[src/rtl/pgs_pkg.sv]
// shared types and constants for the polar gaussian sampler
`timescale 1ns / 1ps
package pgs_pkg;

	// fixed-point layout
	localparam int LOG_FRAC   = 56;
	localparam int DIV_STEPS  = 63;
	localparam int MUL_STEPS  = 4;
	localparam logic [63:0] LN2_Q64 = 64'hB17217F7D1CF79AB;
	localparam logic [16:0] SPB_RESET = 17'd1024;

	// sequencer states, one-hot
	typedef enum logic [13:0] {
		ST_IDLE  = 14'b00000000000001,
		ST_SQ1   = 14'b00000000000010,
		ST_SQ2   = 14'b00000000000100,
		ST_CHECK = 14'b00000000001000,
		ST_NORM  = 14'b00000000010000,
		ST_LOGSQ = 14'b00000000100000,
		ST_TCALC = 14'b00000001000000,
		ST_LNMUL = 14'b00000010000000,
		ST_DIVI  = 14'b00000100000000,
		ST_DIV   = 14'b00001000000000,
		ST_SMUL  = 14'b00010000000000,
		ST_SQRT  = 14'b00100000000000,
		ST_FMT   = 14'b01000000000000,
		ST_OUTW  = 14'b10000000000000
	} pgs_state_t;

endpackage

[src/rtl/pgs_mul64.sv]
// iterative 64x64 multiplier built on one registered 32x32 multiplier
`timescale 1ns / 1ps
module pgs_mul64 import pgs_pkg::*; (
	input  logic         clk,
	input  logic         arst_n,
	input  logic         start,
	input  logic [63:0]  a,
	input  logic [63:0]  b,
	output logic         done,
	output logic [127:0] prod
);

	logic [63:0]  a_q, b_q;
	logic [2:0]   step_q;
	logic         busy_q, done_q, pp_vld_q;
	logic [1:0]   ppsel_q;
	logic [63:0]  pp_q;
	logic [127:0] acc_q;
	logic [31:0]  a_half, b_half;
	logic [127:0] pp_shifted;

	// operand halves for the current partial product
	assign a_half = step_q[1] ? a_q[63:32] : a_q[31:0];
	assign b_half = step_q[0] ? b_q[63:32] : b_q[31:0];

	// place the registered partial product
	always_comb begin
		unique case (ppsel_q)
			2'b00:   pp_shifted = {64'd0, pp_q};
			2'b01,
			2'b10:   pp_shifted = {32'd0, pp_q, 32'd0};
			default: pp_shifted = {pp_q, 64'd0};
		endcase
	end

	// control
	always_ff @(posedge clk or negedge arst_n) begin
		if (!arst_n) begin
			busy_q   <= 1'b0;
			done_q   <= 1'b0;
			pp_vld_q <= 1'b0;
			step_q   <= '0;
		end else begin
			done_q <= 1'b0;
			if (start) begin
				busy_q   <= 1'b1;
				step_q   <= '0;
				pp_vld_q <= 1'b0;
			end else if (busy_q) begin
				pp_vld_q <= (step_q < 3'(MUL_STEPS));
				step_q   <= step_q + 3'd1;
				if (step_q == 3'(MUL_STEPS)) begin
					busy_q <= 1'b0;
					done_q <= 1'b1;
				end
			end
		end
	end

	// partial products and accumulation
	always_ff @(posedge clk) begin
		if (start) begin
			a_q   <= a;
			b_q   <= b;
			acc_q <= '0;
		end else if (busy_q) begin
			pp_q    <= a_half * b_half;
			ppsel_q <= step_q[1:0];
			if (pp_vld_q) begin
				acc_q <= acc_q + pp_shifted;
			end
		end
	end

	assign done = done_q;
	assign prod = acc_q;

endmodule

[config.mk]
export PLATFORM = sky130hd
export DESIGN_NAME = pgs_mul64
export DESIGN_NICKNAME = d
export VERILOG_FILES = /design/src/rtl/pgs_pkg.sv /design/src/rtl/pgs_mul64.sv
export SDC_FILE = /design/constraint.sdc
export NUM_CORES = 2
export LEC_CHECK = 0
export BUFFER_PORTS_ARGS = -buffer_cell sky130_fd_sc_hd__buf_2
export CAP_MARGIN = 20
export CORE_UTILIZATION = 50
export CTS_BUF_LIST = sky130_fd_sc_hd__clkbuf_4 sky130_fd_sc_hd__clkbuf_8
export DETAILED_ROUTE_END_ITERATION = 6
export PLACE_DENSITY = 0.67
export SYNTH_ARGS = -nofsm -noshare
export SYNTH_HDL_FRONTEND = slang
export SYNTH_SLANG_ARGS = --single-unit
[constraint.sdc]
create_clock -name clk -period 20.8 [get_ports clk]
set_input_delay 4.16 -clock clk [delete_from_list [all_inputs] [get_ports clk]]
set_output_delay 4.16 -clock clk [all_outputs]
set_load 0.01 [all_outputs]
Word-level counts from Yosys, hierarchy flattened

Cells that the tools add are included.

Word-level logic and storage cells: 35
Bits in registers: 328
Output and inout port bits: 129
Input port bits: 131

Multiplexer cells: 13
Multipliers: 1
Bitwise logic cells: 1
Equal/unequal tests: 3
Reductions and logical operators: 5
$add $sub $neg: 2
Magnitude comparators: 1

Operators by type and width:

| kind                                          | count |
|---|---|
| one-hot mux 128 bit (2 select lines)          | 1 |
| adder 128 bit                                 | 1 |
| multiplier 32 x 32 -> 64 bit                  | 1 |
| two-way mux 32 bit                            | 2 |
| two-way mux 1 bit                             | 8 |
| two-way mux 3 bit                             | 2 |
| AND reduction 2 bit                           | 2 |
| adder 3 x 1 -> 3 bit, second input constant   | 1 |
| == test 3 bit, second input constant          | 1 |
| < comparator 3 bit, second input constant     | 1 |
| == test 2 x 1 -> 1 bit, second input constant | 1 |
| == test 2 bit, second input constant          | 1 |
| logical NOT 2 bit                             | 1 |
| nonzero test 2 bit                            | 1 |
| OR reduction 2 bit                            | 1 |
| inverter 1 bit                                | 1 |

Depth between registers and ports, before layout

Depth in word-level cells: 4
Depth in mapped cells: 35
Depth with buffers taken out: 30

Least setup slack after synthesis

OpenSTA, ideal clock, no wires.

Kind: register to register
Start: register step_q[0]
End: register pp_q[61] (data pin)
Setup time: 0.264 ns
Arrival time: 8.513 ns
Data required time: 20.536 ns
Path buffers: 4
Stages on the path, launching flop included: 32
Path slack: 12.023 ns
Period minus slack after synthesis: 8.777 ns
Cells stage by stage: dfrtp_1 -> clkbuf_1 -> clkbuf_1 -> clkbuf_1 -> mux2i_1 -> clkbuf_1 -> nor2_1 -> fa_1 -> inv_1 -> fa_1 -> fa_1 -> fa_1 -> inv_1 -> fa_1 -> inv_1 -> fa_1 -> inv_1 -> fa_1 -> fa_1 -> ha_1 -> a21o_1 -> a21o_1 -> a21o_1 -> a22o_1 -> a31oi_2 -> o21a_1 -> o21a_2 -> o21ai_1 -> a21oi_2 -> o21ai_1 -> a311oi_1 -> xnor2_1

Cells in the longest elaborated chain, start to end: 2

Ends and longest elaborated chain:

| item                         | line            | text |
|---|---|---|
| from (decl)                  | pgs_mul64.sv:14 | `logic [2:0] step_q;` |
| from (signal assigned)       | pgs_mul64.sv:51 | `step_q <= step_q + 3'd1;` |
| two-way mux 32 bit           | pgs_mul64.sv:24 | `assign b_half = step_q[0] ? b_q[63:32] : b_q[31:0];` |
| multiplier 32 x 32 -> 64 bit | pgs_mul64.sv:67 | `pp_q <= a_half * b_half;` |
| to (signal assigned)         | pgs_mul64.sv:67 |  |
| to (decl)                    | pgs_mul64.sv:17 | `logic [63:0] pp_q;` |

No other way between the ends.
A chain may end at the register's enable or synchronous reset.

Worst setup path after layout

Start: register step_q[1]
End: register pp_q[60] (data pin)

Cells in the longest elaborated chain, start to end: 2

Ends and longest elaborated chain:

| item                         | line            | text |
|---|---|---|
| two-way mux 32 bit           | pgs_mul64.sv:23 | `assign a_half = step_q[1] ? a_q[63:32] : a_q[31:0];` |
| multiplier 32 x 32 -> 64 bit | pgs_mul64.sv:67 |  |

No other way between the ends.

==> results.md <==
* Status: completed
* Post-synthesis simple-gate area fraction at 0.150
* Largest area contributor in the netlist: fa_1
* Hold Path Class: reg2reg
* Clk_skew at 0.0634 ns
* Largest family of logic cells by synthesized area: adder cells
* FMAX at 99.3 MHz
* Initial antenna violation count at 4
* Final worst path period share at 0.484
* CTS tree: yes
* Vias in the first global route at 44700
* Total gr overflow at 0
* Total track usage at 0.359
* CP Launch Type: flop
* Die width at 327 um
* Asr flop ratio synth at 0.0183
* Gate Count Post-Synth at 5977
* Largest net degree at the start of global routing at 77
* Post-DP HPWL at 150000 um
* Area growth from synthesis to layout at 7.73%
* Top delay family on crit path: adder cells
* Number of buffers added on ports at 259
* Via density at 5.85
* Post-synth net total at 7399
* Routed via count at 43900
* Worst slew pin tran at 1.10 ns
* Synth Cell Area at 52900 sq um
* CP max FO at 36
* WL final at 191000 um
* Worst-Skew Late Latency at 0.84 ns
* Synth Area in Compound Gates at 0.113
* Crit Path Class: reg2reg
* Final Hold Vio Count at 0
* Slowest-stage cell, CP: mux2i_4
* Post-synthesis xor/xnor area fraction at 0.0282
* Post-CTS Setup Bufs at 0
* Hold_buf cts at 0
* YS warnings at 0
* Max clock buf depth at 3
* Final hold slack at 0.470 ns
* Pre-antenna DRT Iters at 6
* Initial DRC count at 4058
* Drt wl/cell at 25.5 um
* Max cap viols at 0
* Commonest cells in the netlist: inv_1 (938), fa_1 (897), nand2_1 (839), nor2_1 (752), ha_1 (394)
* EDFF count, synth at 194
* Detailed-route DRC error count at 0
* Post-cts sizing count at 0
* Final min period at 10.07 ns
* Avg Cell Area, Syn at 8.84 sq um
* Starting Density at 0.508
* CP Buf/Inv Count at 5
* Area contributors post-synth: fa_1 (34%), edfxtp_1 (11%), ha_1 (9.3%)
* Final setup viols at 0
* IO Pins at 260
* Routed Antenna Nets at 0
* CTS buffer count at 59
* Most frequent CP cell: fa_1
* Crit path arrival time at 10.64 ns
* #FFs+latches synth at 328
* Max-slew headroom at 0.252
* Ys flop type: edfxtp_1
* CP peak stage delay at 0.98 ns
* Yosys top cell area share at 0.340
* CP Capture Type: flop
* Cell Rows at 118
* Clock Sinks at 328
* DIE AREA at 107000 sq um
* Post-Synth Adder-Cell Area at 0.433
* Reg clk slew, reported paths at 0.06 ns
* H-tree depth at 2
* Core area at 104000 sq um
* RSZ-0062 raised after global routing: false
* Layout cells sized above 1 at 0.0978
* First-pass GRT wire length at 284000 um
* Final setup TNS at 0 ns
* Multiplexer share of the synthesized area at 0.0263
* Root Buffer Master: clkbuf_8
* Die Y at 327 um
* Synth cell types at 97
* Max Slew Vio Count at 0
* Final nets at 7500
* CP required at 21.37 ns
* RePlAce Congestion at 1.01
* Sequential area share after synthesis at 0.162
* Top-count cell post-synth: inv_1
[cells in the final DEF (no fill, tap or decap), types with 25 or more instances in the layout]
master and instances:
a21o_1 100, a21oi_1 339, a22o_1 58, and2_1 69, buf_2 258, buf_4 77
clkbuf_8 64, dfxtp_1 128, edfxtp_1 194, fa_1 897, ha_1 393, inv_1 938
mux2_2 48, mux2i_2 38, nand2_1 838, nand3_1 43, nand4_1 60, nor2_1 751
nor3_1 44, o21ai_0 151, o21ai_1 25, o21bai_1 60, xnor2_1 107, xor2_1 63
[registers in the layout (all words and copies together), names as in the netlist]
register	count
pp_vld_q	1
done	1
b_q	64
prod	128
a_q	64
pp_q	64
step_q	3
busy_q	1
ppsel_q	2
[per-stage QoR]
| stage | instances | cell area [sq um] | utilization | setup slack, ns |
|---|---|---|---|---|
| 2_1_floorplan | 5977 | 52900 | - | 12.02 |
| 3_3_place_gp | 7396 | 55600 | 0.534 | 10.93 |
| 3_5_place_dp | 7396 | 55600 | 0.534 | 10.80 |
| 4_1_cts | 7503 | 56900 | 0.547 | 10.78 |
| 5_1_grt | 7505 | 56900 | 0.547 | 10.38 |
| 6_report | 7506 | 56900 | 0.547 | 10.73 |
[worst min-delay path, delay by kind of cell, from the launching register on]
family	cells	cell delay, ns
flops	1	0.32
compound gates	1	0.05
simple gates	1	0.06
[cell families after synthesis]
| logic type | Yosys count |
|---|---|
| simple gates | 1906 |
| fa+ha+maj | 1291 |
| buf+inv | 1236 |
| compound gates | 915 |
| flops | 328 |
| xor+xnor | 170 |
| mux | 131 |
[routing by layer]
| layer | up-vias | part of all wire | track usage |
|---|---|---|---|
| li1 | 19200 | - | - |
| met1 | 21700 | 0.39 | 0.461 |
| met2 | 2510 | 0.44 | 0.551 |
| met3 | 559 | 0.11 | 0.0963 |
| met4 | 2 | 0.067 | 0.200 |
| met5 | - | 0.000068 | 0 |
[layout make-up]
cell class / count / area (sq um)
diodes: 2 / 5.00
fillers: 9723 / 47100
well taps: 1380 / 1730
inverters: 939 / 3520
flip-flops and latches: 328 / 8550
multi-input cells: 4413 / 40000
clock inverters: 33 / 320
clock buffers: 74 / 956
repair buffers: 337 / 1910
[final timing paths]
kind,start,endpoint,slack [ns],depth (start not counted)
min in group asynchronous,arst_n,step_q[0],3.18,1
max reg2reg,step_q[1],pp_q[60],10.73,28
max in group asynchronous,arst_n,step_q[1],17.39,1
max,step_q[1],pp_q[60],10.73,28
min,prod[65],prod[65],0.47,2
min reg2reg,prod[65],prod[65],0.47,2
Power is left out: the tool's default activity adds up to more than one toggle a clock period on the data nets, which glitch-free logic cannot reach.
